### src/hw/rtl/tfg_pkg.sv
// Shared constants and widths for the T-function test vector generator.
package tfg_pkg;

  localparam int WORD_W      = 32;
  localparam int ADDR_W      = 11;
  localparam int BYTE_W      = 8;
  localparam int OUT_TDATA_W = 24;
  localparam int CFG_INDEX_W = 2;

  localparam int BLOCK_BYTES_DEFAULT = 16;

  localparam logic [WORD_W-1:0] TF_OR_CONST = 32'h0000_0005;
  localparam logic [ADDR_W-1:0] XRAM_BASE   = 11'h400;
  localparam logic [ADDR_W-1:0] KEY_OFFSET  = 11'h100;
  localparam logic [ADDR_W-1:0] PT_OFFSET   = 11'h200;
  localparam int                TOP_SHIFT   = 24;

  localparam logic [CFG_INDEX_W-1:0] REG_KEY_ENABLE       = 2'd0;
  localparam logic [CFG_INDEX_W-1:0] REG_PLAINTEXT_ENABLE = 2'd1;

  localparam logic FUNC_LOAD = 1'b0;
  localparam logic FUNC_RUN  = 1'b1;

endpackage

### src/hw/rtl/tfg_tstep.sv
// Shared squaring unit and adder for one T-function step.
module tfg_tstep (
  input  logic                      clk,
  input  logic                      mul_en,
  input  logic [tfg_pkg::WORD_W-1:0] word,
  output logic [tfg_pkg::WORD_W-1:0] next_word
);
  import tfg_pkg::*;

  logic [WORD_W-1:0] sq;

  always_ff @(posedge clk) begin
    if (mul_en) begin
      sq <= WORD_W'(word * word);
    end
  end

  assign next_word = word + (sq | TF_OR_CONST);

endmodule

### src/hw/rtl/tfunction_test_vector_generator.sv
// Top level of the T-function test vector generator.
//
// Input stream (s_axis_*): tuser[0] selects the function, 0 loads the
// generator word from tdata[31:0], 1 runs one block. A load transaction
// yields no result. A run transaction yields BLOCK_BYTES key writes
// (0x500 up) when key_enable is set, BLOCK_BYTES plaintext writes (0x600
// up) when plaintext_enable is set, then one trigger result with tlast
// high. Each byte passes through the shared squaring unit (square, then
// add); the block is not ready for new input until the run is done.
// Configuration (cfg_*): index 0 is key_enable, 1 is plaintext_enable,
// bit 0 of cfg_data is stored; other indexes are ignored. Write only idle.
// Output stream (m_axis_*): one output register; a stalled receiver holds
// the sequencer before its next byte, nothing is lost.
// Reset clears the generator word, both enables and the output valid.
module tfunction_test_vector_generator #(
  parameter int BLOCK_BYTES = tfg_pkg::BLOCK_BYTES_DEFAULT
) (
  input  logic                            clk,
  input  logic                            rst,
  input  logic                            s_axis_tvalid,
  output logic                            s_axis_tready,
  input  logic [tfg_pkg::WORD_W-1:0]      s_axis_tdata,  // [31:0] seed_value
  input  logic [0:0]                      s_axis_tuser,  // [0] func
  output logic                            m_axis_tvalid,
  input  logic                            m_axis_tready,
  output logic [tfg_pkg::OUT_TDATA_W-1:0] m_axis_tdata,  // [10:0] write_address, [18:11] byte_value
  output logic [0:0]                      m_axis_tuser,  // [0] is_trigger
  output logic                            m_axis_tlast,
  input  logic                            cfg_valid,
  output logic                            cfg_ready,
  input  logic [tfg_pkg::CFG_INDEX_W-1:0] cfg_index,
  input  logic                            cfg_data
);
  import tfg_pkg::*;

  localparam int CNT_W = (BLOCK_BYTES > 1) ? $clog2(BLOCK_BYTES) : 1;

  localparam logic [1:0] ST_IDLE = 2'd0;
  localparam logic [1:0] ST_EMIT = 2'd1;
  localparam logic [1:0] ST_STEP = 2'd2;
  localparam logic [1:0] ST_TRIG = 2'd3;

  localparam logic PHASE_KEY = 1'b0;
  localparam logic PHASE_PT  = 1'b1;

  logic [1:0]        state;
  logic              phase;
  logic [CNT_W-1:0]  cnt;
  logic [WORD_W-1:0] word;
  logic [WORD_W-1:0] next_word;
  logic              key_enable;
  logic              plaintext_enable;
  logic              out_free;
  logic              out_load;
  logic              mul_en;
  logic              in_xfer;
  logic [ADDR_W-1:0] addr;
  logic [BYTE_W-1:0] gen_byte;

  assign s_axis_tready = (state == ST_IDLE);
  assign cfg_ready     = 1'b1;
  assign in_xfer       = s_axis_tvalid && s_axis_tready;
  assign out_free      = !m_axis_tvalid || m_axis_tready;
  assign out_load      = ((state == ST_EMIT) || (state == ST_TRIG)) && out_free;
  assign mul_en        = (state == ST_EMIT) && out_free;
  assign addr          = XRAM_BASE + ((phase == PHASE_KEY) ? KEY_OFFSET : PT_OFFSET)
                         + ADDR_W'(cnt);
  assign gen_byte      = word[TOP_SHIFT +: BYTE_W];

  tfg_tstep u_tstep (
    .clk       (clk),
    .mul_en    (mul_en),
    .word      (word),
    .next_word (next_word)
  );

  always_ff @(posedge clk) begin
    if (rst) begin
      key_enable       <= 1'b0;
      plaintext_enable <= 1'b0;
    end else if (cfg_valid && cfg_ready) begin
      unique case (cfg_index)
        REG_KEY_ENABLE:       key_enable       <= cfg_data;
        REG_PLAINTEXT_ENABLE: plaintext_enable <= cfg_data;
        default: ;
      endcase
    end
  end

  always_ff @(posedge clk) begin
    if (rst) begin
      m_axis_tvalid <= 1'b0;
    end else if (out_load) begin
      m_axis_tvalid <= 1'b1;
    end else if (m_axis_tvalid && m_axis_tready) begin
      m_axis_tvalid <= 1'b0;
    end
  end

  always_ff @(posedge clk) begin
    if (rst) begin
      state         <= ST_IDLE;
      phase         <= PHASE_KEY;
      cnt           <= '0;
      word          <= '0;
    end else begin
      unique case (state)
        ST_IDLE: begin
          if (in_xfer) begin
            cnt <= '0;
            if (s_axis_tuser[0] == FUNC_LOAD) begin
              word <= s_axis_tdata;
            end else if (key_enable) begin
              phase <= PHASE_KEY;
              state <= ST_EMIT;
            end else if (plaintext_enable) begin
              phase <= PHASE_PT;
              state <= ST_EMIT;
            end else begin
              state <= ST_TRIG;
            end
          end
        end
        ST_EMIT: begin
          if (out_free) begin
            state <= ST_STEP;
          end
        end
        ST_STEP: begin
          word <= next_word;
          if (cnt == CNT_W'(BLOCK_BYTES - 1)) begin
            cnt <= '0;
            if ((phase == PHASE_KEY) && plaintext_enable) begin
              phase <= PHASE_PT;
              state <= ST_EMIT;
            end else begin
              state <= ST_TRIG;
            end
          end else begin
            cnt   <= cnt + 1'b1;
            state <= ST_EMIT;
          end
        end
        ST_TRIG: begin
          if (out_free) begin
            state <= ST_IDLE;
          end
        end
        default: state <= ST_IDLE;
      endcase
    end
  end

  always_ff @(posedge clk) begin
    if ((state == ST_EMIT) && out_free) begin
      m_axis_tdata <= {(OUT_TDATA_W - ADDR_W - BYTE_W)'(0), gen_byte, addr};
      m_axis_tuser <= 1'b0;
      m_axis_tlast <= 1'b0;
    end else if ((state == ST_TRIG) && out_free) begin
      m_axis_tdata <= '0;
      m_axis_tuser <= 1'b1;
      m_axis_tlast <= 1'b1;
    end
  end

  a_trig_is_last: assert property (@(posedge clk) disable iff (rst)
    m_axis_tvalid |-> (m_axis_tuser[0] == m_axis_tlast))
    else $error("trigger flag and last disagree");

  a_trig_zero_data: assert property (@(posedge clk) disable iff (rst)
    (m_axis_tvalid && m_axis_tuser[0]) |-> (m_axis_tdata == '0))
    else $error("trigger result carries data");

  a_run_busy: assert property (@(posedge clk) disable iff (rst)
    (s_axis_tvalid && s_axis_tready && (s_axis_tuser[0] == FUNC_RUN)) |=> !s_axis_tready)
    else $error("ready right after a run transaction");

  a_load_idle: assert property (@(posedge clk) disable iff (rst)
    (s_axis_tvalid && s_axis_tready && (s_axis_tuser[0] == FUNC_LOAD)) |=> s_axis_tready)
    else $error("load transaction left block busy");

endmodule
### config.mk
export PLATFORM = sky130hd
export DESIGN_NAME = tfunction_test_vector_generator
export DESIGN_NICKNAME = d
export VERILOG_FILES = /design/src/hw/rtl/tfg_pkg.sv /design/src/hw/rtl/tfg_tstep.sv /design/src/hw/rtl/tfunction_test_vector_generator.sv
export SDC_FILE = /design/constraint.sdc
export NUM_CORES = 1
export LEC_CHECK = 0
export ABC_AREA = 1
export BUFFER_PORTS_ARGS = -buffer_cell sky130_fd_sc_hd__buf_2
export CAP_MARGIN = 20
export CORE_ASPECT_RATIO = 1.25
export CORE_UTILIZATION = 55
export DETAILED_ROUTE_END_ITERATION = 7
export PLACE_DENSITY_LB_ADDON = 0.2
export SYNTH_ARGS = -nofsm -noshare
export SYNTH_HDL_FRONTEND = slang
export SYNTH_HIERARCHICAL = 1
export SYNTH_SLANG_ARGS = --single-unit
### constraint.sdc
create_clock -name clk -period 7.6 [get_ports clk]
set_input_delay 0.76 -clock clk [delete_from_list [all_inputs] [get_ports clk]]
set_output_delay 0.76 -clock clk [all_outputs]
set_load 0.02 [all_outputs]
==> results.toml, run 1 <==
[outcome]
outcome = "finished, violations left"
violations = "design-rule violations"

[placed_design]
port_buffers = 59
place_area_mm2 = 0.0206
hpwl_um = 46700
dpl_worst_slack_ns = 0.190
gp_congestion = 0.992

[clocking]
cts_root_buf = "clkbuf_16"
cts_buffers = 9
htreeDepth = 3
clkSinkCount = 87
cts.clk_slew.worst_paths_ns = 0.07
post_cts_buffers = 0
clk_latency_ns = 0.37
ctsHoldBuffers = 0
clock_path_buffers = 2
cts_tree = "done"
ctsResizeCount = 0

[power]
irDropWorstVdd_uv = 303
power_mw = 7.34
p_leak_nw = 12.8
p_per_area_mw_per_mm2 = 351

[min_path]
holdCritStartpoint = "phase"
hold_end = "phase"
hold_class = "reg2reg"
hold_depth = 2

[cells_and_area]
layout_commonest_cell = "inv_1"
final_util_pct = 59.3
drive_gt1_share_pct = 6.87
final_cell_mix = "680 x inv_1, 599 x nand2_1, 364 x fa_1"
final_nets = 3109
final_area_mm2 = 0.0209
layout-area-overhead-vs-synth_pct = 6.28
diodes = 0
nFillCells = 3307

[floorplan]
rows = 77
die_width_um = 171
die_y_um = 213
io-pin-count = 70
coreArea_mm2 = 0.0353
fp.dieArea_mm2 = 0.0365
floorplan.initialDensity_pct = 55.8

[synthesis]
ys_types = 51
ys_seq_elements = 87
syn_inst = 2491
ys_seq_area_share_pct = 11.1
synthArstFlopShare_pct = 0
ys_top_cells_by_area = "fa_1 37%, inv_1 13%, nand2_1 11%"
synth_top_area_cell = "fa_1"
post-synth-top-area-fraction_pct = 37.0
syn_area_mm2 = 0.0197
avgSynthCellArea_um2 = 7.90
synth_ff_type = "edfxtp_1"
yosysWarnings = 6
synth-edff-count = 44

[critical_path]
cp_max_fo = 14
worstPathRequired_ns = 7.72
crit_type = "reg2reg"
rrSetupSlack_ns = 0.22
crit_path_frequent_cell = "fa_1"
worst_r2r_startpoint = "word[6]"
critPathBufInv = 6
reg2reg_depth = 25
cp-start-kind = "flop"
r2r-end = "u_tstep/sq[31]"
crit_arrival_ns = 7.50
cpPeakStageDelay_ns = 0.92
worst_path_max_delay_cell = "dfxtp_1"
crit_family = "adder cells"
cp-end-kind = "flop"

[drt]
routed_wirelength_um = 55500
drc = 2
drtAntennaViolNets = 0
dr.pass1.iters = 7
drt_iter0_drc = 1085
vias = 15600
routedWlPerCell_um = 18.4
via_per_inst = 5.16

[timing]
worst_pin_slew_ns = 1.01
rsz0062_at_grt = "no"
hold_violations = 0
max_freq_ghz = 0.136
slew_headroom_pct = 32.7
setup_tns_ns = 0
post-route-min-period_ns = 7.38
skew_ns = 0.0121
worst_slack_ns = 0.221
setup_viol = 0
slew_violations = 0
period_share_pct = 97.1

[job]
max_cap_violations = 0

[global_route]
antenna_found_initial = 0
grt_pass1_wl_um = 86900
grtUsageTotal_pct = 32.0
grt_pass1_vias = 16800
grt_max_degree = 40
grt-ovfl-total = 0
registers in the layout, indices dropped and copies added, names as in the netlist:
register          flops
plaintext_enable      1
u_tstep/sq           29
m_axis_tvalid         1
m_axis_tlast          1
state                 2
word                 32
cnt                   4
m_axis_tdata         15
key_enable            1
phase                 1
per-stage QoR:
step	hold WS, ns	std cells
detailed placement	0.503	3007
finish	0.515	3023
floorplan	0.459	2499
global placement	0.471	3007
CTS	0.513	3023
global route	0.541	3023
synthesized netlist by cell type (all sizes together), types with 2 or more instances:
library cell and instances:
a21boi 5, fa 364, o21ai 70, a221oi 2
xor2 56, dfxtp 43, o21bai 11, and3 2
nand2 612, nor4 2, a21oi 63, nor3 14
nand3 61, inv 689, buf 41, nor2 142
a31oi 8, or2 3, nand4 11, conb 2
edfxtp 44, xnor2 16, clkbuf 39, a21o 15
ha 160, nand3b 7
layer usage:
layer / global-route usage (%) / vias up / share of wire, %
li1: - / 7365 / -
met1: 37.7 / 7643 / 39
met2: 58.5 / 470 / 52
met3: 3.25 / 128 / 5.0
met4: 14.3 / 0 / 4.2
met5: 0 / - / 0
cell type report:
| type | instances | area (um2) | share of cell area [%] |
|---|---|---|---|
| Multi-Input combinational cell | 1642 | 14500 | 69.4 |
| Clock buffer | 13 | 250 | 1.20 |
| Inverter | 690 | 2590 | 12.4 |
| Sequential cell | 87 | 2190 | 10.5 |
| Tap cell | 474 | 593 | 2.84 |
| Timing Repair Buffer | 114 | 733 | 3.51 |
| Clock inverter | 3 | 42.5 | 0.203 |
where the power goes:
| part | total (mW) | internal, mW | switching [mW] |
|---|---|---|---|
| Clock | 0.460 | 0.264 | 0.196 |
| Sequential | 0.947 | 0.774 | 0.173 |
| Combinational | 5.93 | 2.13 | 3.80 |
| Total | 7.34 | 3.17 | 4.17 |
kinds of logic (layout without fill, tap and decap cells):
family / count (synthesis) / after routing / share of synthesized area, %
flip-flops: 87 / 87 / 11.1
XOR/XNOR: 72 / 72 / 3.21
AND/OR/NAND/NOR: 855 / 855 / 17.6
adder cells (fa/ha/maj): 524 / 524 / 47.2
AO/OA/AOI/OAI: 181 / 181 / 5.58
other: 2 / 10 / 0.0382
buffers and inverters: 770 / 820 / 15.3
worst register-to-register path, cell delays in order (launching register included):
cell and delay, ns:
dfxtp_1 0.92, nand2_1 0.17, fa_1 0.61, inv_1 0.07, fa_1 0.49, fa_1 0.51
inv_1 0.05, fa_1 0.48, inv_1 0.06, fa_1 0.50, inv_1 0.06, fa_1 0.54
inv_1 0.06, fa_1 0.49, fa_1 0.42, ha_1 0.39, a21oi_1 0.29, o21ai_0 0.18
a31oi_1 0.23, o21ai_0 0.17, nor2_1 0.18, inv_1 0.06, nand2_1 0.08, nand2_1 0.06
nand2_1 0.05, nand2_1 0.05
worst max path at each step:
stage,slack [ns],cells after the start,from,end
global route,0.03,23,word[6],u_tstep/sq[28]
finish,0.22,25,word[6],u_tstep/sq[31]
floorplan,0.83,25,word[11],u_tstep/sq[28]
global placement,0.21,23,word[10],u_tstep/sq[28]
CTS,0.13,25,word[10],u_tstep/sq[31]
detailed placement,0.19,25,word[10],u_tstep/sq[31]
No activity file was read; power rests on OpenSTA's default activity.
==> inputs of run 2 (changes only) <==
PLACE_DENSITY = 0.69   (was default)
PLACE_DENSITY_LB_ADDON = default   (was 0.2)
TNS_END_PERCENT = 5   (was default)
==> run 2 against run 1 <==
Net effect:
- the run still ends with design-rule violations left
- die area did not move
- combinational power is 2% lower
- hold slack got worse by 0.023 ns
- sequential power hardly changed
- power is 1.9% lower
- critical endpoint unchanged
- highest routed layer unchanged
==> results.toml, run 2 (synthesis gave the netlist of run 1 again) <==
[critical_path]
rrSetupSlack_ns = 0.32
crit_arrival_ns = 7.40
worstPathRequired_ns = 7.72
cp-start-kind = "flop"
reg2reg_depth = 24
cp_max_fo = 13
crit_type = "reg2reg"
cp-end-kind = "flop"
worst_r2r_startpoint = "word[6]"
r2r-end = "u_tstep/sq[31]"

[cells_and_area]
final_nets = 3109
drive_gt1_share_pct = 6.87
largest_register_ffs = 32
layout_commonest_cell = "inv_1"
ff_latch_area_mm2 = 0.00218
final_util_pct = 59.3
final_area_mm2 = 0.0209
layout-area-overhead-vs-synth_pct = 6.39
layout.cells.non_filler = 3023
regMostFlops = "word"
final_cell_mix = "680 x inv_1, 599 x nand2_1, 364 x fa_1"
diodes = 0
reg_top3 = "word (32), u_tstep/sq (29), m_axis_tdata (15)"
multiInputGateArea_mm2 = 0.0145
nFillCells = 3248

[timing]
skew_ns = 0.00957
period_share_pct = 95.8
slew_headroom_pct = 32.2
post-route-min-period_ns = 7.28
slew_violations = 0
max_freq_ghz = 0.137
rsz0062_at_grt = "no"
setup_tns_ns = 0
whs_ns = 0.493
hold_violations = 0
worst_slack_ns = 0.318
setup_viol = 0
worst_pin_slew_ns = 1.02

[clocking]
htreeDepth = 3
clk_latency_ns = 0.36
post_cts_buffers = 0
cts_tree = "done"
clkSinkCount = 87
ctsHoldBuffers = 0
ctsResizeCount = 0
clock_path_buffers = 2
cts_root_buf = "clkbuf_16"
cts_buffers = 9
cts.clk_slew.worst_paths_ns = 0.07

[placed_design]
gp_congestion = 0.928
place_area_mm2 = 0.0206
dpl_worst_slack_ns = 0.280
dp.cells = 3006
hpwl_um = 46100
port_buffers = 59

[floorplan]
floorplan.initialDensity_pct = 55.8
coreArea_mm2 = 0.0353
die_width_um = 171
rows = 77
io-pin-count = 70
die_y_um = 213
fp.dieArea_mm2 = 0.0365

[outcome]
outcome = "finished, violations left"
violations = "design-rule violations"

[min_path]
holdCritStartpoint = "m_axis_tlast"
hold_end = "m_axis_tlast"
hold_class = "reg2reg"
hold_depth = 2

[drt]
drtAntennaViolNets = 0
routedWlPerCell_um = 18.1
drt_iter0_drc = 906
drc = 2
vias = 15700
via_per_inst = 5.18
dr.pass1.iters = 7
routed_wirelength_um = 54600

[power]
internal_power_mw = 3.13
switching_share_pct = 56.5
p_leak_nw = 12.8
p_per_area_mw_per_mm2 = 344
p_sw_mw = 4.06
pwr-share-seq_pct = 13.2
pwr-share-clk_pct = 5.9
irDropWorstVdd_uv = 259
comb_power_share_pct = 81.0
power_mw = 7.20

[global_route]
grt_max_degree = 40
antenna_found_initial = 0
grt-ovfl-total = 0
grtUsageTotal_pct = 31.6
grt_pass1_vias = 16600
grt_pass1_wl_um = 85900

[job]
max_cap_violations = 0
-- run 2: final cells by class --
type,count,share of cell area [%]
Multi-Input combinational cell,1642,69.3
Inverter,690,12.4
Sequential cell,87,10.4
Timing Repair Buffer,114,3.72
Tap cell,474,2.83
Clock buffer,10,1.09
Clock inverter,6,0.197
-- run 2: worst max-delay path: stages, from the launching register on --
cell and delay (ns):
dfxtp_1 0.89, buf_4 0.25, nand2_1 0.05, inv_1 0.14, fa_1 0.45, fa_1 0.50, fa_1 0.52, inv_1 0.06
fa_1 0.48, inv_1 0.05, fa_1 0.48, fa_1 0.57, fa_1 0.44, fa_1 0.41, ha_1 0.42, a21oi_1 0.32
o21ai_0 0.23, a21oi_1 0.20, o21ai_0 0.12, nor2_1 0.15, inv_1 0.06, nand2_1 0.08, nand2_1 0.05, nand2_1 0.05
nand2_1 0.05
-- run 2: power by group through the flow --
stage          logic (mW)  registers, mW  clock network, mW
2_1_floorplan        4.22          0.858                  0
3_3_place_gp         5.64          0.953                  0
3_5_place_dp         5.77          0.953                  0
4_1_cts              5.80          0.943              0.428
5_1_grt              6.50          0.955              0.449
6_report             5.83          0.947              0.423
-- run 2: worst max-delay path by stage --
stage | startpoint | end | slack, ns | depth (start not counted)
finish | word[6] | u_tstep/sq[31] | 0.32 | 24
global placement | word[9] | u_tstep/sq[31] | 0.30 | 21
CTS | word[9] | u_tstep/sq[31] | 0.30 | 21
floorplan | word[11] | u_tstep/sq[28] | 0.83 | 25
global route | word[6] | u_tstep/sq[31] | 0.11 | 24
detailed placement | word[9] | u_tstep/sq[31] | 0.28 | 21
-- run 2: layer usage --
metal / vias to the layer above / GRT usage (%) / share of wire, %
met4: 0 / 12.7 / 4.0
met5: - / 0 / 0
met3: 133 / 3.06 / 5.1
met2: 484 / 59.5 / 53
met1: 7677 / 36.6 / 38
li1: 7360 / - / -
